<file path="config.mk">
export PLATFORM = sky130hd
export DESIGN_NAME = shuffled_lehmer_uniform_generator
export DESIGN_NICKNAME = d
export VERILOG_FILES = /design/src/hw/rtl/slug_pkg.sv /design/src/hw/rtl/slug_lehmer.sv /design/src/hw/rtl/slug_table.sv /design/src/hw/rtl/shuffled_lehmer_uniform_generator.sv
export VERILOG_INCLUDE_DIRS = /design/src /design/src/hw/rtl
export SDC_FILE = /design/constraint.sdc
export NUM_CORES = 2
export LEC_CHECK = 0
export BUFFER_PORTS_ARGS = -buffer_cell sky130_fd_sc_hd__buf_2
export CORE_MARGIN = 2
export CORE_UTILIZATION = 35
export DETAILED_ROUTE_END_ITERATION = 10
export PLACE_DENSITY = 0.56
export REMOVE_ABC_BUFFERS = 1
export SLEW_MARGIN = 20
export SYNTH_ARGS = -nofsm -noshare
export SYNTH_HDL_FRONTEND = slang
export SYNTH_SLANG_ARGS = --single-unit
</file>
<file path="constraint.sdc">
create_clock -name clk -period 11.9 [get_ports clk]
set_input_delay 0.595 -clock clk [delete_from_list [all_inputs] [get_ports clk]]
set_output_delay 0.595 -clock clk [all_outputs]
set_load 0.02 [all_outputs]
</file>
<file path="src/hw/rtl/shuffled_lehmer_uniform_generator_defines.svh">
// ============================================================================
// Assertion macros for the shuffled Lehmer uniform generator
// Shared property wrappers. Each one samples on clk and is disabled while
// rst_n is low.
// ============================================================================
`ifndef SHUFFLED_LEHMER_UNIFORM_GENERATOR_DEFINES_SVH
`define SHUFFLED_LEHMER_UNIFORM_GENERATOR_DEFINES_SVH

// The condition holds in the same cycle as the trigger
`define SLUG_ASSERT_SAME(label, ante, cons, msg) \
    label: assert property (@(posedge clk) disable iff (!rst_n) (ante) |-> (cons)) \
        else $error(msg);

// The condition holds in the cycle after the trigger
`define SLUG_ASSERT_NEXT(label, ante, cons, msg) \
    label: assert property (@(posedge clk) disable iff (!rst_n) (ante) |=> (cons)) \
        else $error(msg);

`endif

</file>
<file path="src/hw/rtl/slug_pkg.sv">
// ============================================================================
// slug_pkg
// Shared types and constants of the shuffled Lehmer uniform generator.
// ============================================================================
package slug_pkg;

    // Lehmer generator: x' = 16807 * x mod (2^31 - 1)
    localparam int          NUM_W        = 31;
    localparam int          MUL_W        = 15;
    localparam int          PROD_W       = NUM_W + MUL_W;
    localparam logic [14:0] LEHMER_MUL   = 15'd16807;
    localparam logic [30:0] LEHMER_MOD   = 31'h7FFF_FFFF;
    localparam int          WARMUP_STEPS = 8;

    // Kind of an input word
    typedef enum logic
    {
        OP_DRAW   = 1'b0,
        OP_RESEED = 1'b1
    } opcode_t;

    // Shuffle table command
    typedef struct packed
    {
        logic draw;     // read-modify-write at the slot of the last output
        logic fill_we;  // write at the fill index
    } tbl_cmd_t;

endpackage

</file>
<file path="src/hw/rtl/slug_lehmer.sv">
// ============================================================================
// slug_lehmer
// One Lehmer step: registered product, then Mersenne fold.
// ============================================================================
module slug_lehmer
(
    input  logic                        clk,
    input  logic [slug_pkg::NUM_W-1:0]  x,   // current state
    output logic [slug_pkg::NUM_W-1:0]  y    // next state of x from the previous cycle
);

    logic [slug_pkg::PROD_W-1:0] prod_reg;
    logic [slug_pkg::NUM_W:0]    fold;

    // Product stage
    always_ff @(posedge clk)
    begin
        prod_reg <= slug_pkg::PROD_W'(x) * slug_pkg::PROD_W'(slug_pkg::LEHMER_MUL);
    end

    // 2^31 = 1 mod (2^31 - 1): add high part to low part, one correction
    assign fold = (slug_pkg::NUM_W+1)'(prod_reg[slug_pkg::NUM_W-1:0])
                + (slug_pkg::NUM_W+1)'(prod_reg[slug_pkg::PROD_W-1:slug_pkg::NUM_W]);

    assign y = (fold >= (slug_pkg::NUM_W+1)'(slug_pkg::LEHMER_MOD))
             ? slug_pkg::NUM_W'(fold - (slug_pkg::NUM_W+1)'(slug_pkg::LEHMER_MOD))
             : fold[slug_pkg::NUM_W-1:0];

endmodule

</file>
<file path="src/hw/rtl/slug_table.sv">
// ============================================================================
// slug_table
// Shuffle table memory with the slot index unit. The slot of the last output
// is last / SLOT_DIV, done as a registered reciprocal multiply.
// ============================================================================
module slug_table
#(
    parameter int TABLE_DEPTH = 32,
    localparam int IDX_W = $clog2(TABLE_DEPTH)
)
(
    input  logic                        clk,
    input  slug_pkg::tbl_cmd_t          cmd,
    input  logic [IDX_W-1:0]            fill_idx,
    input  logic [slug_pkg::NUM_W-1:0]  wr_data,
    input  logic [slug_pkg::NUM_W-1:0]  last_output,
    output logic [slug_pkg::NUM_W-1:0]  rd_data
);

    // Divisor 1 + (2^31 - 2) / depth, exact reciprocal for 31-bit dividends
    localparam longint unsigned SLOT_DIV =
        64'd1 + (64'(slug_pkg::LEHMER_MOD) - 64'd1) / 64'(TABLE_DEPTH);
    localparam int              SLOT_LOG   = $clog2(SLOT_DIV);
    localparam int              SLOT_SHIFT = slug_pkg::NUM_W + SLOT_LOG;
    localparam longint unsigned RECIP_L    =
        ((64'd1 << SLOT_SHIFT) + SLOT_DIV - 64'd1) / SLOT_DIV;
    localparam logic [31:0]     RECIP      = 32'(RECIP_L);
    localparam int              SP_W       = slug_pkg::NUM_W + 32;

    logic [slug_pkg::NUM_W-1:0] mem [TABLE_DEPTH];
    logic [slug_pkg::NUM_W-1:0] rd_data_reg;
    logic [SP_W-1:0]            slot_prod_reg;
    logic [SP_W-1:0]            slot_q;
    logic [IDX_W-1:0]           slot;
    logic [IDX_W-1:0]           addr;

    // Slot multiply stage
    always_ff @(posedge clk)
    begin
        slot_prod_reg <= SP_W'(last_output) * SP_W'(RECIP);
    end

    // Quotient with a clamp to the top slot as a guard
    assign slot_q = slot_prod_reg >> SLOT_SHIFT;
    assign slot   = (slot_q >= SP_W'(TABLE_DEPTH)) ? IDX_W'(TABLE_DEPTH - 1)
                                                   : slot_q[IDX_W-1:0];
    assign addr   = cmd.fill_we ? fill_idx : slot;

    // Single port, read-first: a draw returns the old entry and stores the new
    always_ff @(posedge clk)
    begin
        if (cmd.draw)
        begin
            rd_data_reg <= mem[addr];
        end
        if (cmd.draw || cmd.fill_we)
        begin
            mem[addr] <= wr_data;
        end
    end

    assign rd_data = rd_data_reg;

endmodule

</file>
<file path="src/hw/rtl/shuffled_lehmer_uniform_generator.sv">
// ============================================================================
// shuffled_lehmer_uniform_generator
// Minimal standard Lehmer generator behind a Bays-Durham shuffle table.
// ============================================================================
// A draw word runs its slot and generator multiplies in the accepting cycle,
// then the table read-modify-write, then the result register, which waits
// while the output side holds a result that is not yet taken. The input is
// taken again only once the result is in the output register, so draws do
// not overlap. A reseed word, and the first draw after reset, first run
// TABLE_DEPTH + 8 generator steps, each a multiply state and a modular fold
// state, and then a settle state (S_PREP) before the draw. The table memory
// needs no clearing: it is always filled before it is read.
module shuffled_lehmer_uniform_generator
#(
    parameter int TABLE_DEPTH   = 32,
    parameter int FRACTION_BITS = 24,
    localparam int OUT_W = ((slug_pkg::NUM_W + FRACTION_BITS + 7) / 8) * 8
)
(
    input  logic             clk,
    input  logic             rst_n,
    // Input words
    input  logic             s_axis_tvalid,
    output logic             s_axis_tready,
    input  logic [31:0]      s_axis_tdata,   // [30:0] seed_value
    input  logic [0:0]       s_axis_tuser,   // [0] opcode
    // Result words
    output logic             m_axis_tvalid,
    input  logic             m_axis_tready,
    output logic [OUT_W-1:0] m_axis_tdata    // number, then fraction
);

`include "shuffled_lehmer_uniform_generator_defines.svh"

    localparam int IDX_W      = $clog2(TABLE_DEPTH);
    localparam int FILL_STEPS = TABLE_DEPTH + slug_pkg::WARMUP_STEPS;
    localparam int CNT_W      = $clog2(FILL_STEPS);
    localparam int NW         = slug_pkg::NUM_W;

    typedef enum logic [2:0]
    {
        S_IDLE,
        S_FMUL,
        S_FRED,
        S_PREP,
        S_DRAW,
        S_DONE
    } state_t;

    state_t             state_reg,     state_next;
    logic [NW-1:0]      gen_reg,       gen_next;
    logic [NW-1:0]      last_reg,      last_next;
    logic               ready_reg,     ready_next;
    logic [CNT_W-1:0]   cnt_reg,       cnt_next;
    logic               out_valid_reg, out_valid_next;
    logic [NW-1:0]      out_num_reg,   out_num_next;

    logic [NW-1:0]      step_y;
    logic [NW-1:0]      rd_data;
    logic [NW-1:0]      seed_in;
    logic [NW-1:0]      seed_fix;
    logic               in_acc;
    slug_pkg::opcode_t  opcode;
    slug_pkg::tbl_cmd_t cmd;

    // Generator step unit
    slug_lehmer u_lehmer
    (
        .clk (clk),
        .x   (gen_reg),
        .y   (step_y)
    );

    // Shuffle table
    slug_table #(.TABLE_DEPTH(TABLE_DEPTH)) u_table
    (
        .clk         (clk),
        .cmd         (cmd),
        .fill_idx    (cnt_reg[IDX_W-1:0]),
        .wr_data     (step_y),
        .last_output (last_reg),
        .rd_data     (rd_data)
    );

    // Input decode; zero and the modulus both seed as one
    assign opcode   = slug_pkg::opcode_t'(s_axis_tuser[0]);
    assign seed_in  = s_axis_tdata[NW-1:0];
    assign seed_fix = (seed_in == '0 || seed_in == slug_pkg::LEHMER_MOD) ? NW'(1) : seed_in;
    assign in_acc   = s_axis_tvalid && s_axis_tready;

    assign s_axis_tready = (state_reg == S_IDLE);

    // Sequencer
    always_comb
    begin
        state_next     = state_reg;
        gen_next       = gen_reg;
        last_next      = last_reg;
        ready_next     = ready_reg;
        cnt_next       = cnt_reg;
        out_valid_next = out_valid_reg;
        out_num_next   = out_num_reg;
        cmd            = '0;

        if (out_valid_reg && m_axis_tready)
        begin
            out_valid_next = 1'b0;
        end

        case (state_reg)
            S_IDLE:
            begin
                if (in_acc)
                begin
                    if (opcode == slug_pkg::OP_RESEED)
                    begin
                        gen_next   = seed_fix;
                        cnt_next   = CNT_W'(FILL_STEPS - 1);
                        state_next = S_FMUL;
                    end
                    else if (!ready_reg)
                    begin
                        gen_next   = NW'(1);
                        cnt_next   = CNT_W'(FILL_STEPS - 1);
                        state_next = S_FMUL;
                    end
                    else
                    begin
                        state_next = S_DRAW;
                    end
                end
            end

            S_FMUL:
            begin
                state_next = S_FRED;
            end

            // Warm-up, then fill from the top slot down
            S_FRED:
            begin
                gen_next    = step_y;
                cmd.fill_we = (cnt_reg < CNT_W'(TABLE_DEPTH));
                if (cnt_reg == '0)
                begin
                    last_next  = step_y;
                    ready_next = 1'b1;
                    state_next = S_PREP;
                end
                else
                begin
                    cnt_next   = cnt_reg - CNT_W'(1);
                    state_next = S_FMUL;
                end
            end

            // Let the multipliers see the fresh state
            S_PREP:
            begin
                state_next = S_DRAW;
            end

            S_DRAW:
            begin
                gen_next   = step_y;
                cmd.draw   = 1'b1;
                state_next = S_DONE;
            end

            S_DONE:
            begin
                if (!out_valid_reg || m_axis_tready)
                begin
                    last_next      = rd_data;
                    out_num_next   = rd_data;
                    out_valid_next = 1'b1;
                    state_next     = S_IDLE;
                end
            end

            default:
            begin
                state_next = S_IDLE;
            end
        endcase
    end

    // State and registered outputs
    always_ff @(posedge clk or negedge rst_n)
    begin
        if (!rst_n)
        begin
            state_reg     <= S_IDLE;
            gen_reg       <= NW'(1);
            last_reg      <= '0;
            ready_reg     <= 1'b0;
            cnt_reg       <= '0;
            out_valid_reg <= 1'b0;
            out_num_reg   <= '0;
        end
        else
        begin
            state_reg     <= state_next;
            gen_reg       <= gen_next;
            last_reg      <= last_next;
            ready_reg     <= ready_next;
            cnt_reg       <= cnt_next;
            out_valid_reg <= out_valid_next;
            out_num_reg   <= out_num_next;
        end
    end

    // Result word: fraction is the top bits of the number
    assign m_axis_tvalid = out_valid_reg;
    assign m_axis_tdata  = OUT_W'({out_num_reg[NW-1 -: FRACTION_BITS], out_num_reg});

    // Checks
    `SLUG_ASSERT_SAME(a_gen_range, 1'b1, (gen_reg != '0 && gen_reg != slug_pkg::LEHMER_MOD), "generator state left 1 .. 2^31-2")
    `SLUG_ASSERT_SAME(a_draw_filled, (state_reg == S_DRAW), ready_reg, "draw on an unfilled table")
    `SLUG_ASSERT_SAME(a_fill_cnt, (state_reg == S_FMUL || state_reg == S_FRED), (cnt_reg < CNT_W'(FILL_STEPS)), "fill counter out of range")
    `SLUG_ASSERT_SAME(a_out_nonzero, m_axis_tvalid, (out_num_reg != '0), "zero number delivered")

endmodule
</file>
After elaboration in Yosys (flattened, before gate mapping)
Memory sizes are Yosys's and may differ from the RTL's. A register that Yosys moved wholly into a read port is not among the register bits.
Cells that the tools add are included.
Widths: inputs -> output; s select.
Cells by class
  muxes and demuxes: 29
  multiply operators: 1
  add/subtract/negate cells: 3
  reductions and logical operators: 19
  $lt $le $gt $ge: 3
  equal/unequal tests: 11
Operators by type and width (number)
  $mux 31: 7
  $pmux 31 s2: 2
  $mul 31x15->46 const B: 1
  $add 31x15->32: 1
  $ge 32x31->1 const B: 1
  $eq 31x31->1 const B: 1
  $logic_not 31->1: 1
  $sub 31x31->31 const B: 1
  $mux 6: 4
  $pmux 3 s6: 1
  $mux 3: 4
  $pmux 6 s2: 1
  $mux 5: 2
  $mux 1: 7
  $eq 3x2->1 const B: 2
  $eq 3x3->1 const B: 2
  $ge 5x6->1 const B: 1
  $logic_not 6->1: 1
  $lt 6x6->1 const B: 1
  $ne 2x2->1 const B: 3
  $reduce_and 2->1: 3
  $reduce_and 3->1: 2
  $reduce_bool 2->1: 3
  $sub 6x1->6 const B: 1
  10 further kinds: 13
Storage, ports and cells
  register bits after elaboration: 181
  bits in writable memories: 992
  output and inout bits: 58
  word-level logic and storage cells: 76
  input bits: 37
  memories: 1
Memory list
  u_table.mem: depth 32, width 31, read ports 1, clocked after memory_dff 1, wr ports 1, line slug_table.sv:30  | logic [slug_pkg::NUM_W-1:0] mem [TABLE_DEPTH];

Logic depth before layout (Yosys ltp)
  depth after elaboration: 6
  depth in mapped cells: 24

Cells and area by module
A second synthesis with hierarchy kept.
Unflattened totals
  cell total of the unflattened synthesis: 3725
  area, all modules: 54508.5 µm²
Modules (own cells, without submodules)
  slug_table: cells an instance 2053, area each 38838.5 µm², times used 1
  slug_lehmer: cells an instance 1243, area each 10774.1 µm², times used 1
  shuffled_lehmer_uniform_generator: cells an instance 429, area each 4895.9 µm², times used 1

Worst setup path after synthesis
Ideal clock, no wire load.
  kind: reg-to-reg
  start point: register gen_reg[13]
  end point: register u_lehmer.prod_reg[43] in the netlist's numbering
  arrival time: 5559 ps
  library setup time: 121 ps
  path slack: 6220 ps
  cell stages (with the launch flop): 23
  buffers on the path: 0
  cells stage by stage: dfrtp_1 > inv_1 > fa_1 > inv_1 > ha_1 > fa_1 > inv_1 > fa_1 > inv_1 > fa_1 > inv_1 > fa_1 > inv_1 > ha_1 > o21ai_0 > a21oi_1 > o211ai_1 > and4_1 > o31ai_1 > a211o_1 > a21o_1 > a21oi_1 > xnor2_1
Between the ends
  cells in the longest elaborated chain, start to end: 1
Ends and longest elaborated chain
  start: declaration: line shuffled_lehmer_uniform_generator.sv:51  | logic [NW-1:0] gen_reg, gen_next;
  start signal: assignment: line shuffled_lehmer_uniform_generator.sv:204  | gen_reg <= gen_next;
  $mul 31x15->46: line slug_lehmer.sv:18  | prod_reg <= slug_pkg::PROD_W'(x) * slug_pkg::PROD_W'(slug_pkg::LEHMER_MUL);
  end signal: assignment: line slug_lehmer.sv:18
  end: declaration: line slug_lehmer.sv:12  | logic [slug_pkg::PROD_W-1:0] prod_reg;
No other way between the ends.
A chain may end at the register's enable or synchronous reset.

Worst setup path after layout
  start point: register gen_reg[14]
  end point: register u_lehmer.prod_reg[44] in the netlist's numbering
The elaborated chain is that of the path after synthesis.

==> flow_results.xml <==
<?xml version="1.0" encoding="UTF-8"?>
<metrics>
  <group name="logic_synthesis">
    <metric name="synth_cell_types" unit="">72</metric>
    <metric name="netlist_instances" unit="">3666</metric>
    <metric name="avgSynthCellArea" unit="um^2">14.57</metric>
    <metric name="asyncSetResetFlopFracSynth" unit="">0.06771</metric>
    <metric name="synthesis.area" unit="um^2">53410</metric>
    <metric name="netlist.area_leader.share" unit="">0.5751</metric>
    <metric name="synth_edf_count" unit="">1023</metric>
    <metric name="yosysSeqAreaShare" unit="">0.6308</metric>
    <metric name="synthDominantAreaCellType" unit="">edfxtp_1</metric>
    <metric name="post_synth_main_area_contributors" unit="">edfxtp_1 (58%), mux4_2 (6.9%), fa_1 (5.0%), ha_1 (4.8%), dfrtp_1 (3.6%)</metric>
    <metric name="ys_seq_elements" unit="">1152</metric>
    <metric name="yosys_warnings" unit="">0</metric>
    <metric name="ys_dominant_reg_cell" unit="">edfxtp_1</metric>
  </group>
  <group name="drt">
    <metric name="vias_per_cell" unit="">5.343</metric>
    <metric name="drt_first_pass_iters" unit="">8</metric>
    <metric name="route.final.wire_length" unit="mm">145.4</metric>
    <metric name="dr_total_vias" unit="">31540</metric>
    <metric name="drt_first_iter_violations" unit="">3237</metric>
    <metric name="drc" unit="">0</metric>
    <metric name="routedWlPerCell" unit="um">24.63</metric>
    <metric name="detail-route-antenna-nets" unit="">0</metric>
  </group>
  <group name="clock_network">
    <metric name="clock_path_buffers" unit="">3</metric>
    <metric name="clk_root_buffer_cell" unit="">clkbuf_16</metric>
    <metric name="cts.clk_slew.worst_paths" unit="ns">0.07</metric>
    <metric name="insertion_delay" unit="ns">0.71</metric>
    <metric name="cts_tree" unit="">yes</metric>
    <metric name="post_cts_resized" unit="">0</metric>
    <metric name="hold_bufs_at_cts" unit="">0</metric>
    <metric name="post-cts-setup-buffer-count" unit="">0</metric>
    <metric name="clock_sink_count" unit="">1152</metric>
    <metric name="clock_tree.htree_level_count" unit="">3</metric>
    <metric name="cts-buffers-inserted" unit="">117</metric>
  </group>
  <group name="run_status">
    <metric name="outcome" unit="">completed</metric>
  </group>
  <group name="grt">
    <metric name="grt_start_max_net_pins" unit="">105</metric>
    <metric name="groute.usage.overall" unit="">0.1841</metric>
    <metric name="first_global_vias" unit="">31000</metric>
    <metric name="globalRouteOverflowTotal" unit="">0</metric>
    <metric name="global_route_wire_length_before_repair" unit="mm">212.3</metric>
    <metric name="antenna_found_initial" unit="">7</metric>
  </group>
  <group name="die">
    <metric name="die_y" unit="um">394.7</metric>
    <metric name="io_pins" unit="">95</metric>
    <metric name="design.core.area" unit="um^2">151700</metric>
    <metric name="initial_core_util" unit="">0.3520</metric>
    <metric name="rows" unit="">143</metric>
    <metric name="die_outline_area" unit="um^2">155800</metric>
    <metric name="floorplan.die.width" unit="um">394.7</metric>
  </group>
  <group name="sta">
    <metric name="final_max_tran_viols" unit="">0</metric>
    <metric name="period_minus_slack" unit="ns">6.542</metric>
    <metric name="max-slew-margin-rel" unit="">0.2455</metric>
    <metric name="finalSetupViolations" unit="">0</metric>
    <metric name="hold_viol" unit="">0</metric>
    <metric name="achievable-frequency" unit="MHz">152.9</metric>
    <metric name="rsz_0062_raised_after_global_routing" unit="">false</metric>
    <metric name="max_slew.worst_pin.slew" unit="ns">1.132</metric>
    <metric name="fin_worst_skew" unit="ns">0.03381</metric>
    <metric name="setup_tns" unit="ns">0</metric>
    <metric name="final_min_period_over_clock_period" unit="">0.5497</metric>
  </group>
  <group name="setup_path">
    <metric name="timing.critical_path.from_type" unit="">flop</metric>
    <metric name="worst_path_dominant_cell_family" unit="">adder cells</metric>
    <metric name="ff2ff_setup_slack" unit="ns">5.36</metric>
    <metric name="critical_path.cell_chain" unit="">inv_1, fa_1, inv_1, ha_1, inv_1, fa_1, inv_1, fa_1, fa_1, inv_1, fa_1, inv_1, ha_1, and4_1, nor2b_1, nor2_1, nor4b_1, o2111a_1, nor2_1, a21oi_1, a211oi_1, o21ai_0, xnor2_1</metric>
    <metric name="path_buf_inv" unit="">6</metric>
    <metric name="worstSetupPathDepth" unit="">23</metric>
    <metric name="arrival_time_of_the_worst_setup_path" unit="ns">7.14</metric>
    <metric name="critical_path_class" unit="">flop to flop</metric>
    <metric name="cp_data_required_time" unit="ns">12.49</metric>
    <metric name="crit_path_frequent_cell" unit="">inv_1</metric>
    <metric name="worst-r2r-cell-count" unit="">23</metric>
    <metric name="crit_slowest_cell" unit="">dfrtp_1</metric>
    <metric name="critical-path-max-stage-delay" unit="ns">0.61</metric>
    <metric name="crit_path_max_fanout" unit="">6</metric>
    <metric name="end_kind" unit="">flop</metric>
  </group>
  <group name="finish">
    <metric name="post_route_cells_drive_above_1_share" unit="">0.1728</metric>
    <metric name="finalNetCount" unit="">4145</metric>
    <metric name="final_core_utilization" unit="">0.4024</metric>
    <metric name="layout-area-overhead-vs-synth" unit="%">14.31</metric>
    <metric name="largest_register_ffs" unit="">992</metric>
  </group>
  <group name="job">
    <metric name="cap_viol_max_count" unit="">0</metric>
  </group>
  <group name="min_path">
    <metric name="type_of_the_worst_min_delay_path" unit="">input pin to asynchronous set/reset pin</metric>
  </group>
  <group name="placement">
    <metric name="number_of_buffers_inserted_by_port_buffering" unit="">92</metric>
    <metric name="place_congestion" unit="">0.8991</metric>
    <metric name="post-dp-hpwl" unit="mm">87.50</metric>
  </group>
</metrics>
## cell usage after synthesis (all sizes together) (18+ instances only)
cell and number:
edfxtp 1023, nand2 418, inv 302, ha 204, mux4 164, clkbuf 136
fa 134, nand3 134, nor2 127, dfrtp 77, a22oi 72, a21oi 70
and3 60, a31oi 56, xnor2 54, buf 53, dfxtp 51, o21ai 46
a311oi 45, nand4 44, a21o 38, mux2 37, xor2 29, nor4 24
nor3 23, o211ai 18, o22ai 18, or2 18
## stage by stage
step	setup WS [ns]	area [um^2]	cells	hold WS (ns)
finish	5.358	61060	5903	0.03587
global route	4.926	61060	5902	0.1047
CTS	5.284	61020	5901	0.04969
detailed placement	5.339	56880	5680	0.3616
global placement	5.306	56880	5680	0.3553
floorplan	2.753	52600	3477	0.2994
## per-layer routing
layer / track usage / part of all wire / vias to the layer above
met5: 0 / 0.000089 / -
met4: 0.04662 / 0.022 / 2
met3: 0.02230 / 0.066 / 195
met2: 0.3006 / 0.48 / 1114
met1: 0.2611 / 0.44 / 16290
li1: - / - / 13930
## cell families after synthesis
kind of cell | share of synthesized area
DFF | 0.6308
adders and majority gates | 0.09801
xor gates and xnor gates | 0.01361
AOI/OAI and AO/OA | 0.06261
and+or+nand+nor | 0.07829
other | 0.00007021
muxes | 0.08021
buffers and inverters | 0.03640
## path summary, 6_finish.rpt
check / end / from
worst max-delay path: u_lehmer.prod_reg[44] / gen_reg[14]
worst min-delay path: gen_reg[9] / rst_n
worst min register to register: u_table.slot_prod_reg[59] / last_reg[28]
min in group clk: gen_reg[29] / s_axis_tdata[29]
max in group asynchronous: out_num_reg[8] / rst_n
worst max register to register: u_lehmer.prod_reg[44] / gen_reg[14]
## placed cells by master (no fill, tap or decap), types with 80 or more instances in the layout
cell       instances
buf_4             80
inv_1            302
nand2_1          418
mux4_2           164
ha_1             204
clkbuf_16        119
nand3_1          133
fa_1             134
edfxtp_1        1023
buf_2             91
## layout make-up
cell class              count  area, um^2
flip-flops and latches   1152       33690
repair buffers            174        1102
well taps                2030        2540
diodes                      1       2.502
fillers                 13970       90670
clock inverters            79        1005
inverters                 302        1134
clock buffers             142        3134
multi-input cells        2023       18450
Power is not shown: default switching activity piles up to over one toggle a cycle in this logic, so the estimate is an artifact.
